<file path="src/vsa_pkg.sv">
// ----------------------------------------------------------------------------
// vsa_pkg: shared types and constants of the voice slot allocator
// Slot count, field widths, status codes, register indexes and FSM states.
// ----------------------------------------------------------------------------
package vsa_pkg;

  // Slot table geometry
  localparam int SLOTS   = 32;
  localparam int SLOT_W  = (SLOTS > 1) ? $clog2(SLOTS) : 1;
  localparam int CNT_W   = $clog2(SLOTS + 1);
  localparam int LIM_W   = 6;
  localparam int CMP_W   = (CNT_W > LIM_W) ? CNT_W : LIM_W;

  // Field widths
  localparam int ID_W    = 16;
  localparam int AGE_W   = 15;
  localparam int MASK_W  = 32;
  localparam int STAT_W  = 3;
  localparam int OSLOT_W = 5;
  localparam int ENT_W   = ID_W + AGE_W;

  localparam logic [AGE_W-1:0] AGE_MAX = {AGE_W{1'b1}};

  // Configuration port
  localparam int CFG_IDX_W  = 1;
  localparam int CFG_DATA_W = 16;

  typedef enum logic [CFG_IDX_W-1:0] {
    CFG_SOUND_COUNT    = 1'b0,
    CFG_INSTANCE_LIMIT = 1'b1
  } cfg_idx_e;

  localparam logic [LIM_W-1:0] LIMIT_RESET = LIM_W'(4);

  // Commands of an input item
  typedef enum logic {
    CMD_ALLOC = 1'b0,
    CMD_TICK  = 1'b1
  } cmd_e;

  // Result status codes
  typedef enum logic [STAT_W-1:0] {
    ST_FREE   = 3'd0,
    ST_STOLEN = 3'd1,
    ST_BAD_ID = 3'd2,
    ST_NONE   = 3'd3,
    ST_TICK   = 3'd4
  } status_e;

  // Sequencer states
  typedef enum logic [1:0] {
    S_IDLE,
    S_SCAN,
    S_WAIT,
    S_DONE
  } state_e;

endpackage

</file>
<file path="src/vsa_if.sv">
// ----------------------------------------------------------------------------
// vsa_if: valid/ready channels of the voice slot allocator
// One interface for request items and one for result items.
// ----------------------------------------------------------------------------
interface vsa_req_if
  import vsa_pkg::*;
  ();
  logic              valid;
  logic              ready;
  logic              cmd;
  logic [ID_W-1:0]   sound_id;
  logic [MASK_W-1:0] playing_mask;

  modport source (output valid, output cmd, output sound_id, output playing_mask,
                  input ready);
  modport sink   (input valid, input cmd, input sound_id, input playing_mask,
                  output ready);
endinterface

interface vsa_rsp_if
  import vsa_pkg::*;
  ();
  logic               valid;
  logic               ready;
  logic [STAT_W-1:0]  status;
  logic [OSLOT_W-1:0] slot;

  modport source (output valid, output status, output slot, input ready);
  modport sink   (input valid, input status, input slot, output ready);
endinterface

</file>
<file path="src/voice_slot_allocator.sv">
// ----------------------------------------------------------------------------
// voice_slot_allocator: sound voice slot table with instance limit
// Grants free voice slots, steals the oldest instance of an over-limit id
// and ages or frees slots on each tick.
// ----------------------------------------------------------------------------
// Usage:
//   req_chan (sink) takes one item: cmd 0 allocates a slot for sound_id,
//   cmd 1 ticks all slots with playing_mask. rsp_chan (source) returns
//   exactly one item per request: status and slot.
//   cfg_we_i/cfg_idx_i/cfg_data_i write sound_count (index 0) and
//   instance_limit (index 1); write only while the block is idle.
// Operation:
//   Slot sound and age live in a one-port-read, one-port-write RAM; each
//   scanned request reads all SLOTS entries one per cycle, then passes a
//   wait state and a done state that loads the result; an allocate with a
//   rejected id goes straight to the done state. One request is worked at
//   a time: no new request is taken until the last result is loaded.
// Reset:
//   All slots become free at once (valid bits in flops), sound_count is 0
//   and instance_limit is 4. No clearing pass is needed.
// Stall:
//   The result register holds until taken; a new request is accepted while
//   it waits, and its own result waits until the register drains.
// ----------------------------------------------------------------------------
module voice_slot_allocator
  import vsa_pkg::*;
(
  input  logic                  clk_i,
  input  logic                  rst_ni,
  input  logic                  cfg_we_i,
  input  logic [CFG_IDX_W-1:0]  cfg_idx_i,
  input  logic [CFG_DATA_W-1:0] cfg_data_i,
  vsa_req_if.sink               req_chan,
  vsa_rsp_if.source             rsp_chan
);

  // Configuration registers
  logic [ID_W-1:0]  sound_count_q;
  logic [LIM_W-1:0] limit_q;

  // Sequencer
  state_e state_q, state_d;
  logic   accept;
  logic   rd_en;
  logic   done_fire;
  logic   out_free;

  // Latched request
  logic              cmd_q;
  logic [ID_W-1:0]   id_q;
  logic [MASK_W-1:0] mask_q;
  logic              bad_q;
  logic              bad_id;

  // Scan pointer and processing stage
  logic [SLOT_W-1:0] cnt_q;
  logic              proc_vld_q;
  logic [SLOT_W-1:0] proc_idx_q;

  // Slot store
  logic [SLOTS-1:0]  valid_q, valid_d;
  logic [ENT_W-1:0]  mem_q [SLOTS];
  logic [ENT_W-1:0]  rd_data_q;
  logic              wr_en;
  logic [SLOT_W-1:0] wr_addr;
  logic [ENT_W-1:0]  wr_data;

  // Scan accumulators
  logic              have_free_q, have_free_d;
  logic [SLOT_W-1:0] free_idx_q, free_idx_d;
  logic [CNT_W-1:0]  match_cnt_q, match_cnt_d;
  logic              have_old_q, have_old_d;
  logic [SLOT_W-1:0] old_idx_q, old_idx_d;
  logic [AGE_W-1:0]  old_age_q, old_age_d;

  // Processing stage view of the entry
  logic              pv;
  logic              playing;
  logic [ID_W-1:0]   ent_sound;
  logic [AGE_W-1:0]  ent_age;
  logic [AGE_W-1:0]  age_inc;

  // Result selection
  logic [LIM_W-1:0]  limit_eff;
  logic              steal;
  status_e           res_status;
  logic [SLOT_W-1:0] res_slot;
  logic              res_write;

  // Output register
  logic               out_valid_q;
  logic [STAT_W-1:0]  out_status_q;
  logic [OSLOT_W-1:0] out_slot_q;

  // --------------------------------------------------------------------------
  // Configuration writes
  always_ff @(posedge clk_i or negedge rst_ni) begin
    if (!rst_ni) begin
      sound_count_q <= '0;
      limit_q       <= LIMIT_RESET;
    end else if (cfg_we_i) begin
      unique case (cfg_idx_e'(cfg_idx_i))
        CFG_SOUND_COUNT:    sound_count_q <= cfg_data_i[ID_W-1:0];
        CFG_INSTANCE_LIMIT: limit_q       <= cfg_data_i[LIM_W-1:0];
        default:            ;
      endcase
    end
  end

  // --------------------------------------------------------------------------
  // Handshake helpers
  assign accept   = req_chan.valid && req_chan.ready;
  assign out_free = !out_valid_q || rsp_chan.ready;
  assign bad_id   = (req_chan.sound_id == '0) || (req_chan.sound_id >= sound_count_q);

  // Next state
  always_comb begin
    state_d = state_q;
    unique case (state_q)
      S_IDLE: begin
        if (accept) begin
          if (req_chan.cmd == CMD_ALLOC && bad_id) state_d = S_DONE;
          else                                     state_d = S_SCAN;
        end
      end
      S_SCAN: begin
        if (cnt_q == SLOT_W'(SLOTS - 1)) state_d = S_WAIT;
      end
      S_WAIT: state_d = S_DONE;
      S_DONE: begin
        if (out_free) state_d = S_IDLE;
      end
      default: state_d = S_IDLE;
    endcase
  end

  // Sequencer outputs
  always_comb begin
    req_chan.ready = 1'b0;
    rd_en          = 1'b0;
    done_fire      = 1'b0;
    unique case (state_q)
      S_IDLE:  req_chan.ready = 1'b1;
      S_SCAN:  rd_en          = 1'b1;
      S_WAIT:  ;
      S_DONE:  done_fire      = out_free;
      default: ;
    endcase
  end

  always_ff @(posedge clk_i or negedge rst_ni) begin
    if (!rst_ni) begin
      state_q    <= S_IDLE;
      cnt_q      <= '0;
      proc_vld_q <= 1'b0;
      proc_idx_q <= '0;
    end else begin
      state_q    <= state_d;
      proc_vld_q <= rd_en;
      proc_idx_q <= cnt_q;
      if (accept)     cnt_q <= '0;
      else if (rd_en) cnt_q <= cnt_q + SLOT_W'(1);
    end
  end

  // Latch the request payload
  always_ff @(posedge clk_i) begin
    if (accept) begin
      cmd_q  <= req_chan.cmd;
      id_q   <= req_chan.sound_id;
      mask_q <= req_chan.playing_mask;
      bad_q  <= (req_chan.cmd == CMD_ALLOC) && bad_id;
    end
  end

  // --------------------------------------------------------------------------
  // Slot RAM: one read and one write port, registered read data
  always_ff @(posedge clk_i) begin
    if (wr_en) mem_q[wr_addr] <= wr_data;
    if (rd_en) rd_data_q <= mem_q[cnt_q];
  end

  // Split the entry read in the previous cycle
  assign pv        = valid_q[proc_idx_q];
  assign ent_sound = rd_data_q[ENT_W-1:AGE_W];
  assign ent_age   = rd_data_q[AGE_W-1:0];
  assign age_inc   = (ent_age == AGE_MAX) ? ent_age : ent_age + AGE_W'(1);
  assign playing   = mask_q[proc_idx_q];

  // Final choice of a request's result: bad id, tick or allocate grant
  assign limit_eff  = (limit_q == '0) ? LIM_W'(1) : limit_q;
  assign steal      = have_old_q && (CMP_W'(match_cnt_q) >= CMP_W'(limit_eff));

  always_comb begin
    res_status = ST_TICK;
    res_slot   = '0;
    res_write  = 1'b0;
    if (bad_q) begin
      res_status = ST_BAD_ID;
    end else if (cmd_q == CMD_ALLOC) begin
      if (steal) begin
        res_status = ST_STOLEN;
        res_slot   = old_idx_q;
        res_write  = 1'b1;
      end else if (have_free_q) begin
        res_status = ST_FREE;
        res_slot   = free_idx_q;
        res_write  = 1'b1;
      end else begin
        res_status = ST_NONE;
      end
    end
  end

  // Process the scanned entry and the final write-back
  always_comb begin
    valid_d     = valid_q;
    wr_en       = 1'b0;
    wr_addr     = proc_idx_q;
    wr_data     = {ent_sound, age_inc};
    have_free_d = have_free_q;
    free_idx_d  = free_idx_q;
    match_cnt_d = match_cnt_q;
    have_old_d  = have_old_q;
    old_idx_d   = old_idx_q;
    old_age_d   = old_age_q;

    if (proc_vld_q) begin
      if (cmd_q == CMD_TICK) begin
        // age a live voice, free a stopped one
        if (pv && playing) wr_en = 1'b1;
        else               valid_d[proc_idx_q] = 1'b0;
      end else if (!pv) begin
        have_free_d = 1'b1;
        free_idx_d  = proc_idx_q;
      end else if (ent_sound == id_q) begin
        match_cnt_d = match_cnt_q + CNT_W'(1);
        if (!have_old_q || ent_age > old_age_q) begin
          have_old_d = 1'b1;
          old_idx_d  = proc_idx_q;
          old_age_d  = ent_age;
        end
      end
    end

    // claim the chosen slot
    if (done_fire && res_write) begin
      wr_en             = 1'b1;
      wr_addr           = res_slot;
      wr_data           = {id_q, {AGE_W{1'b0}}};
      valid_d[res_slot] = 1'b1;
    end
  end

  always_ff @(posedge clk_i or negedge rst_ni) begin
    if (!rst_ni) begin
      valid_q     <= '0;
      have_free_q <= 1'b0;
      match_cnt_q <= '0;
      have_old_q  <= 1'b0;
    end else begin
      valid_q <= valid_d;
      if (accept) begin
        have_free_q <= 1'b0;
        match_cnt_q <= '0;
        have_old_q  <= 1'b0;
      end else begin
        have_free_q <= have_free_d;
        match_cnt_q <= match_cnt_d;
        have_old_q  <= have_old_d;
      end
    end
  end

  always_ff @(posedge clk_i) begin
    free_idx_q <= free_idx_d;
    old_idx_q  <= old_idx_d;
    old_age_q  <= old_age_d;
  end

  // --------------------------------------------------------------------------
  // Result register: load on completion, drop when taken
  always_ff @(posedge clk_i or negedge rst_ni) begin
    if (!rst_ni) begin
      out_valid_q <= 1'b0;
    end else if (done_fire) begin
      out_valid_q <= 1'b1;
    end else if (rsp_chan.ready) begin
      out_valid_q <= 1'b0;
    end
  end

  always_ff @(posedge clk_i) begin
    if (done_fire) begin
      out_status_q <= res_status;
      out_slot_q   <= OSLOT_W'(res_slot);
    end
  end

  assign rsp_chan.valid  = out_valid_q;
  assign rsp_chan.status = out_status_q;
  assign rsp_chan.slot   = out_slot_q;

endmodule

</file>
<file path="src/flat_wrapper.sv">
// flat-port wrapper written by rule: the top's interface ports become plain ports
module voice_slot_allocator_flat import vsa_pkg::*;
  (clk_i, rst_ni, cfg_we_i, cfg_idx_i, cfg_data_i, req_chan_valid, req_chan_cmd, req_chan_sound_id, req_chan_playing_mask, req_chan_ready, rsp_chan_valid, rsp_chan_status, rsp_chan_slot, rsp_chan_ready);
  vsa_req_if req_chan_i ();
  vsa_rsp_if rsp_chan_i ();
  input  logic clk_i;
  input  logic rst_ni;
  input  logic cfg_we_i;
  input  logic [CFG_IDX_W-1:0] cfg_idx_i;
  input  logic [CFG_DATA_W-1:0] cfg_data_i;
  input wire logic [$bits(req_chan_i.valid)-1:0] req_chan_valid;
  input wire logic [$bits(req_chan_i.cmd)-1:0] req_chan_cmd;
  input wire logic [$bits(req_chan_i.sound_id)-1:0] req_chan_sound_id;
  input wire logic [$bits(req_chan_i.playing_mask)-1:0] req_chan_playing_mask;
  output wire logic [$bits(req_chan_i.ready)-1:0] req_chan_ready;
  output wire logic [$bits(rsp_chan_i.valid)-1:0] rsp_chan_valid;
  output wire logic [$bits(rsp_chan_i.status)-1:0] rsp_chan_status;
  output wire logic [$bits(rsp_chan_i.slot)-1:0] rsp_chan_slot;
  input wire logic [$bits(rsp_chan_i.ready)-1:0] rsp_chan_ready;
  assign req_chan_i.valid = req_chan_valid;
  assign req_chan_i.cmd = req_chan_cmd;
  assign req_chan_i.sound_id = req_chan_sound_id;
  assign req_chan_i.playing_mask = req_chan_playing_mask;
  assign req_chan_ready = req_chan_i.ready;
  assign rsp_chan_valid = rsp_chan_i.valid;
  assign rsp_chan_status = rsp_chan_i.status;
  assign rsp_chan_slot = rsp_chan_i.slot;
  assign rsp_chan_i.ready = rsp_chan_ready;
  voice_slot_allocator u_core (.clk_i(clk_i), .rst_ni(rst_ni), .cfg_we_i(cfg_we_i), .cfg_idx_i(cfg_idx_i), .cfg_data_i(cfg_data_i), .req_chan(req_chan_i), .rsp_chan(rsp_chan_i));
endmodule
</file>
<file path="config.mk">
export PLATFORM = sky130hd
export DESIGN_NAME = voice_slot_allocator_flat
export DESIGN_NICKNAME = d
export VERILOG_FILES = /design/src/vsa_pkg.sv /design/src/vsa_if.sv /design/src/voice_slot_allocator.sv /design/src/flat_wrapper.sv
export SDC_FILE = /design/constraint.sdc
export NUM_CORES = 1
export LEC_CHECK = 0
export ABC_AREA = 1
export BUFFER_PORTS_ARGS = -buffer_cell sky130_fd_sc_hd__clkbuf_2
export CELL_PAD_IN_SITES_DETAIL_PLACEMENT = 1
export CELL_PAD_IN_SITES_GLOBAL_PLACEMENT = 1
export CORE_MARGIN = 2
export CORE_UTILIZATION = 56
export CTS_CLUSTER_SIZE = 25
export DETAILED_ROUTE_END_ITERATION = 8
export GPL_TIMING_DRIVEN = 0
export MAX_ROUTING_LAYER = met4
export PLACE_DENSITY_LB_ADDON = 0.05
export SKIP_LAST_GASP = 1
export SLEW_MARGIN = 10
export SYNTH_ARGS = -nofsm -noshare
export SYNTH_HDL_FRONTEND = slang
export SYNTH_SLANG_ARGS = --single-unit
</file>
<file path="constraint.sdc">
create_clock -name clk_i -period 10.34 [get_ports clk_i]
set_input_delay 1.551 -clock clk_i [delete_from_list [all_inputs] [get_ports clk_i]]
set_output_delay 1.551 -clock clk_i [all_outputs]
set_load 0.02 [all_outputs]
</file>
==> impl_summary.log, run 1 <==
[metrics] number of vias per cell after detailed routing: 6.579
[metrics] Worst path most repeated cell: clkbuf_1
[metrics] number of library cell types mapped by synthesis: 46
[metrics] count of standard-cell rows: 107
[metrics] Final Util: 65.42%
[metrics] Max Buffers Root-to-Sink: 3
[metrics] type of element capturing the critical path: register
[metrics] routed wl met3: 18820 um
[metrics] arrival time worst endpoint: 4.85 ns
[metrics] RSZ-0062 raised after global routing: false
[metrics] EDFF count, synth: 1106
[metrics] cell breakdown of the critical path: clkinv_1 -> clkbuf_1 -> clkbuf_1 -> o21ai_0 -> o22ai_1 -> o211ai_1 -> nand4_1 -> o21ai_1 -> inv_1
[metrics] DR WL/cell: 32.05 um
[metrics] number of remaining DRC errors: 0
[metrics] Worst Min Path Start: u_core.cnt_q[2]
[metrics] wire length of the first global-routing pass: 248100 um
[metrics] layout cells sized above 1: 11.08%
[metrics] depth of the CTS H-tree: 3
[metrics] core area: 85150 um^2
[metrics] Worst path top cell family by delay: buffers and inverters
[metrics] Post-Synthesis Mean Instance Area: 12.48 um^2
[metrics] initial core utilization: 56.42%
[metrics] wire length on met1: 59990 um
[metrics] Total Nets Final: 4226
[metrics] outcome: complete, no violations
[metrics] gate count of the mapped netlist: 3849
[metrics] power per cell area: 312.8 nW/um^2
[metrics] post-synth top area share: 69.13%
[metrics] final critical delay including setup and external delays: 4.406 ns
[metrics] worst ir drop on vdd: 241.9 uV
[metrics] setup skew after layout: 0.04088 ns
[metrics] routed wl met2: 79360 um
[metrics] buffer count from post-CTS setup fixing: 0
[metrics] All-Layer GR Usage: 40.13%
[metrics] path type of the worst setup path: register to register
[metrics] pin slew with the least headroom to its limit: 1.405 ns
[metrics] library cell with the largest summed area after synthesis: edfxtp_1
[metrics] startpoint of the most critical register-to-register path: u_core.cnt_q[1]
[metrics] antenna violations before repair: 6
[metrics] number of primary I/O pins: 81
[metrics] placed wire-length estimate: 116200 um
[metrics] Warnings, synthesis: 0
[metrics] count of state elements after synthesis: 1182
[metrics] count of input and output buffers: 80
[metrics] top sig layer: met4
[metrics] biggest cell delay along the critical path: 0.95 ns
[metrics] clock tree from TritonCTS: done
[metrics] weighted congestion reported at the end of routability-driven placement: 0.9261
[metrics] First-pass DRT Iterations: 6
[metrics] clock-pin transition on the worst setup and hold timing paths: 0.06 ns
[metrics] Sink Count: 1182
[metrics] net count after synthesis: 3965
[metrics] Max Cap Viol: 0
[metrics] number of routed nets with antenna violations: 0
[metrics] worst path buffer plus inverter count: 4
[metrics] Die Y: 296.9 um
[metrics] Post-synth top flop: edfxtp_1
[metrics] number of buffers created by CTS: 119
[metrics] leakage power figure: 0.01907 uW
[metrics] number of buffers added to fix hold violations after cts: 0
[metrics] asr flop ratio synth: 6.430%
[metrics] required time of the critical path: 10.78 ns
[metrics] most frequent cell after synthesis: edfxtp_1
[metrics] Hold/Removal Path Class: register to register
[metrics] headroom to the max-slew limit: 5.962%
[metrics] GR Overflow Total: 0
[metrics] part of the Yosys area used for sequential elements: 73.09%
[metrics] share of the clock period used by the worst path: 42.61%
[metrics] Finish-stage setup viols: 0
[metrics] critical path launch point: u_core.cnt_q[1]
[metrics] Detailed Route Iter0 Violations: 4598
[metrics] Die ar.: 88150 um^2
[metrics] final number of max-transition violations: 0
[metrics] post-synthesis cell area: 48040 um^2
[metrics] cell types with the largest area share after synthesis: edfxtp_1 69%, o21ai_0 5.7%, nor2_1 4.6%, dfrtp_1 3.9%, nand2_1 3.6%
[metrics] commonest cells in the synthesized netlist: 1106 x edfxtp_1, 594 x nor2_1, 550 x o21ai_0
[metrics] largest net degree at the start of global routing: 40
[metrics] slowest cell on the critical path: o211ai_1
[metrics] clock network latency to the later pin of the worst-skew pair: 0.73 ns
[metrics] Clk Tree Root Cell: clkbuf_16
[metrics] startpoint kind of the worst setup timing path: register
[metrics] number of hold violations in the final report: 0
[metrics] highest net fanout along the worst path: 10
[metrics] number of cells upsized or downsized after cts: 0
[metrics] count of vias placed by the detailed router: 35270
[metrics] Filler cells: 8268
[metrics] highest attainable clock frequency: 226.9 MHz
[metrics] detailed-route wire length: 171800 um
[metrics] die extent in x: 296.9 um
[metrics] total negative slack: 0 ns
[metrics] via count of the first global-routing pass: 36730
[metrics] Area growth, synth to finish: 15.94%
layer usage:
layer  global-route usage, %  up-vias
met3                   7.695      599
met4                   26.32        0
met1                   48.94    17690
met5                       -        -
li1                        -    14630
met2                   61.60     2356
final timing paths:
kind,endpoint,slack (ns),depth (start not counted)
setup reg to reg,u_core.rd_data_q[21],5.93,9
hold reg to reg,u_core.proc_idx_q[2],0.38,0
max in group asynchronous,u_core.limit_q[2],8.79,2
setup / recovery,u_core.rd_data_q[21],5.93,9
min in group asynchronous,u_core.valid_q[24],0.85,1
hold / removal,u_core.proc_idx_q[2],0.38,0
per-stage QoR:
step | worst slack (ns) | hold slack (ns) | power [uW] | instance area (um^2) | cells
2_1_floorplan | 6.092 | 0.3519 | 9407 | 48040 | 3849
3_3_place_gp | 2.364 | 0.3561 | 12130 | 49880 | 5073
3_5_place_dp | 5.948 | 0.3682 | 12750 | 51760 | 5133
4_1_cts | 6.149 | 0.3822 | 17140 | 55690 | 5357
5_1_grt | 5.967 | 0.4048 | 17780 | 55700 | 5360
6_report | 5.934 | 0.3778 | 17420 | 55700 | 5361
area by class of cell:
type | instances | area, um^2 | share of cell area (%)
flip-flops and latches | 1182 | 35110 | 63.04
multi-input cells | 2298 | 11930 | 21.42
clock buffers | 145 | 3171 | 5.692
repair buffers | 140 | 1797 | 3.226
well taps | 1144 | 1431 | 2.570
plain buffers | 229 | 955.9 | 1.716
clock inverters | 79 | 763.2 | 1.370
inverters | 140 | 525.5 | 0.9435
diodes | 4 | 10.01 | 0.01797
kinds of logic after synthesis:
family          after synthesis  synth area share [%]
buf+inv                     369                 3.083
xor+xnor                     19                0.3464
simple gates               1308                 11.35
flops                      1182                 73.09
compound gates              926                 10.96
fa+ha+maj                    45                 1.172
placed cells by master, fill, tap and decap left out, drive strengths merged, types with 6 or more instances in the layout:
cell type     n
a21oi        48
buf         122
bufinv       13
clkbuf      392
clkinv       59
clkinvlp      6
dfrtp        75
edfxtp     1106
ha           45
inv         141
nand2       470
nand3       167
nand4        38
nor2        597
nor3         25
o211ai       28
o21ai       600
o221ai       93
o22ai       148
xor2         16
sequential cells by signal, summed over array words and instances, names as in the netlist, 6 cells and up:
register,cells
u_core.mem_q,992
u_core.match_cnt_q,6
u_core.id_q,16
u_core.limit_q,6
u_core.valid_q,32
u_core.old_age_q,15
u_core.sound_count_q,16
u_core.rd_data_q,31
u_core.mask_q,32
power breakdown:
part | internal [uW] | leakage, uW | total (uW) | switching (uW)
sequential | 6270 | 0.0108 | 6440 | 170
clock | 2500 | 0.00192 | 4390 | 1890
combinational | 1480 | 0.00630 | 6590 | 5120
No activity file was read; power rests on OpenSTA's default activity.
==> inputs of run 2 (changes only) <==
--- a/config.mk
+++ b/config.mk
@@ -5,12 +5,12 @@
 export SDC_FILE = /design/constraint.sdc
 export NUM_CORES = 1
 export LEC_CHECK = 0
-export ABC_AREA = 1
+export ABC_AREA = 0
 export BUFFER_PORTS_ARGS = -buffer_cell sky130_fd_sc_hd__clkbuf_2
 export CELL_PAD_IN_SITES_DETAIL_PLACEMENT = 1
 export CELL_PAD_IN_SITES_GLOBAL_PLACEMENT = 1
 export CORE_MARGIN = 2
-export CORE_UTILIZATION = 56
+export CORE_UTILIZATION = 50
 export CTS_CLUSTER_SIZE = 25
 export DETAILED_ROUTE_END_ITERATION = 8
 export GPL_TIMING_DRIVEN = 0
==> constraint.sdc (replaced) <==
create_clock -name clk_i -period 3.75 [get_ports clk_i]
set_input_delay 0.5625 -clock clk_i [delete_from_list [all_inputs] [get_ports clk_i]]
set_output_delay 0.5625 -clock clk_i [all_outputs]
set_load 0.02 [all_outputs]
==> run 2 against run 1 <==
Compared with the run above: the run now ends with negative setup slack left; synthesized cell count is 42% lower; sequential power rose to 2.8 times the previous value; utilization shrank 5.0 points; combinational power up 81%; worst hold slack got worse by 0.35 ns; final cell count shrank 26%; critical path type unchanged.
==> impl_summary.log, run 2 <==
[metrics] Hold/Removal Path Class: input pin to register
[metrics] post-synth top area share: 70.69% (+1.6 points)
[metrics] post-synthesis cell area: 46980 um^2 (-2.2%)
[metrics] initial core utilization: 50.42% (-6.0 points)
[metrics] number of buffers created by CTS: 118 (-0.84%)
[metrics] placed cells: 3624 (-29%)
[metrics] Max Cap Viol: 0 (unchanged)
[metrics] final critical delay including setup and external delays: 3.750 ns (-0.6560 ns)
[metrics] total negative slack: -0.0003362 ns (-0.0003362 ns)
[metrics] antenna violations before repair: 0 (-6)
[metrics] asr flop ratio synth: 6.430% (unchanged)
[metrics] number of library cell types mapped by synthesis: 65 (+41%)
[metrics] type of element capturing the critical path: register
[metrics] share of the clock period used by the worst path: 100.0% (+57 points)
[metrics] number of flip-flops under the largest register name: 992 (unchanged)
[metrics] die extent in x: 310.5 um (+4.6%)
[metrics] outcome: finished with violations
[metrics] top flop regs: u_core.mem_q: 992 flops, u_core.mask_q: 32 flops, u_core.valid_q: 32 flops
[metrics] clock-pin transition on the worst setup and hold timing paths: 0.06 ns (about the same)
[metrics] First-pass DRT Iterations: 7 (+1)
[metrics] depth of the CTS H-tree: 3 (unchanged)
[metrics] Total Nets Final: 2716 (-36%)
[metrics] startpoint kind of the worst setup timing path: register
[metrics] count of input and output buffers: 80 (unchanged)
[metrics] arrival time worst endpoint: 4.21 ns (-0.64 ns)
[metrics] highest attainable clock frequency: 266.6 MHz (+17%)
[metrics] worst hold slack: 0.02852 ns (-0.3493 ns)
[metrics] wire length of the first global-routing pass: 188000 um (-24%)
[metrics] Warnings, synthesis: 0 (unchanged)
[metrics] leakage power figure: 0.01821 uW (-4.5%)
[metrics] largest register by flop count: u_core.mem_q
[metrics] core area: 93190 um^2 (+9.4%)
[metrics] power per cell area: 744.1 nW/um^2 (+140%)
[metrics] final instance count without filler cells: 3957 (-26%)
[metrics] Finish-stage setup viols: 1 (+1)
[metrics] layout cells sized above 1: 34.26% (+23 points)
[metrics] highest net fanout along the worst path: 10 (unchanged)
[metrics] number of remaining DRC errors: 0 (unchanged)
[metrics] DR WL/cell: 33.41 um (+4.2%)
[metrics] Post-Synthesis Mean Instance Area: 21.10 um^2 (+69%)
[metrics] Post-synth top flop: edfxtp_1
[metrics] commonest cells in the synthesized netlist: 1106 x edfxtp_1, 313 x mux4_2, 75 x dfrtp_1
[metrics] most common cell after layout, fill and taps aside: edfxtp_1
[metrics] violated checks: negative setup slack
[metrics] worst-case setup slack after placement: -1.140 ns (-7.088 ns)
[metrics] Sink Count: 1182 (unchanged)
[metrics] setup skew after layout: 0.03481 ns (-0.006062 ns)
[metrics] net count after synthesis: 2343 (-41%)
[metrics] largest net degree at the start of global routing: 60 (+50%)
[metrics] Max Buffers Root-to-Sink: 3 (unchanged)
[metrics] number of hold violations in the final report: 0 (unchanged)
[metrics] detailed-route wire length: 132200 um (-23%)
[metrics] Die Y: 310.5 um (+4.6%)
[metrics] final number of max-transition violations: 0 (unchanged)
[metrics] RSZ-0062 raised after global routing: true
[metrics] most used cells in the layout excluding fill and tap cells: 1106 x edfxtp_1, 313 x mux4_2, 122 x clkbuf_16
[metrics] count of standard-cell rows: 112 (+4.7%)
[metrics] required time of the critical path: 4.21 ns (-6.57 ns)
[metrics] Area growth, synth to finish: 19.74%
[metrics] count of state elements after synthesis: 1182 (unchanged)
[metrics] EDFF count, synth: 1106 (unchanged)
[metrics] via count of the first global-routing pass: 25800 (-30%)
[metrics] path type of the worst setup path: register to register
[metrics] number of vias per cell after detailed routing: 6.272 (-4.7%)
[metrics] GR Overflow Total: 0 (unchanged)
[metrics] weighted congestion reported at the end of routability-driven placement: 0.8465 (-8.6%)
[metrics] cell types with the largest area share after synthesis: edfxtp_1 71%, mux4_2 15%, dfrtp_1 4.0%, mux2_2 1.4%, ha_1 1.2%
[metrics] worst ir drop on vdd: 491.6 uV (+100%)
[metrics] Die ar.: 96430 um^2 (+9.4%)
[metrics] part of the Yosys area used for sequential elements: 74.74% (+1.7 points)
[metrics] most frequent cell after synthesis: edfxtp_1
[metrics] library cell with the largest summed area after synthesis: edfxtp_1
[metrics] headroom to the max-slew limit: 19.74% (+14 points)
[metrics] placed wire-length estimate: 82530 um (-29%)
[metrics] pin slew with the least headroom to its limit: 1.204 ns (-0.2015 ns)
[metrics] number of primary I/O pins: 81 (unchanged)
[metrics] count of vias placed by the detailed router: 24820 (-30%)
[metrics] Clk Tree Root Cell: clkbuf_16
[metrics] All-Layer GR Usage: 28.17% (-12 points)
[metrics] number of routed nets with antenna violations: 0 (unchanged)
[metrics] final critical-path setup slack: -0.0003362 ns (-5.934 ns)
[metrics] Detailed Route Iter0 Violations: 2956 (-36%)
[metrics] antenna cell count: 0 (-4)
[metrics] Overall Power: 41860 uW (+140%)
[metrics] clock tree from TritonCTS: done
[metrics] gate count of the mapped netlist: 2227 (-42%)
[metrics] clock network latency to the later pin of the worst-skew pair: 0.73 ns (about the same)
-- run 2: timing repair --
action,4_1_cts,5_1_grt
hold buffers,31,0
setup buffers,60,19
endpoints found under the hold margin,50,0
setup endpoints to repair,1955,1147
resized for setup,49,64
cloned,0,3
pin swaps,36,15
-- run 2: kinds of logic after synthesis --
logic type | Yosys count | synth area share (%)
flops | 1182 | 74.74
mux | 398 | 16.97
simple gates | 250 | 2.647
compound gates | 171 | 2.487
buf+inv | 147 | 1.324
fa+ha+maj | 45 | 1.198
xor+xnor | 34 | 0.6338
-- run 2: layout make-up --
class                           count  area (um^2)
Tap cell                         1254         1569
Sequential cell                  1182        35120
Clock buffer                      139         3073
Inverter                           43        161.4
Clock inverter                     84        900.9
Multi-Input combinational cell    898        11830
Fill cell                        7762        36930
Timing Repair Buffer              253         3073
Buffer                            104        534.3
-- run 2: critical path: stages (launching register included) --
cell      delay [ns]
dfrtp_1         0.42
clkbuf_1        0.55
clkbuf_1        0.62
clkbuf_2        0.58
mux4_2          0.45
mux4_2          0.53
mux2_2          0.32
-- run 2: where the power goes --
part	total, uW	switching (uW)	internal, uW	leakage [uW]
Combinational	11900	7150	4790	0.00544
Sequential	17800	520	17200	0.0108
Clock	12200	5130	7030	0.00194
-- run 2: metrics by stage --
step                instance area, um^2  utilization (%)
finish                            56260            60.37
global route                      56260            60.37
CTS                               55820            59.90
detailed placement                50560            54.26
global placement                  49030            52.61
floorplan                         47060                -
-- run 2: path summary, 6_finish.rpt --
| kind | start | to | slack, ns | cells past startpoint |
|---|---|---|---|---|
| setup / recovery | u_core.cnt_q[1] | u_core.rd_data_q[30] | -0.0003 | 6 |
| hold / removal | req_chan_playing_mask[12] | u_core.mask_q[12] | 0.03 | 1 |
| setup reg to reg | u_core.cnt_q[1] | u_core.rd_data_q[30] | -0.0003 | 6 |
| hold reg to reg | u_core.cnt_q[3] | u_core.proc_idx_q[3] | 0.43 | 0 |
| max in group asynchronous | rst_ni | u_core.limit_q[2] | 2.76 | 3 |
| min in group asynchronous | rst_ni | u_core.valid_q[28] | 0.31 | 2 |
-- run 2: routing by layer --
layer	part of all wire (%)	global-route usage (%)	vias up	wire, um
met5	0	-	-	0
met4	3.0	7.657	0	4006
met3	6.0	3.998	223	7978
met2	49	44.27	969	65410
met1	41	39.13	13570	54790
li1	-	-	10060	-
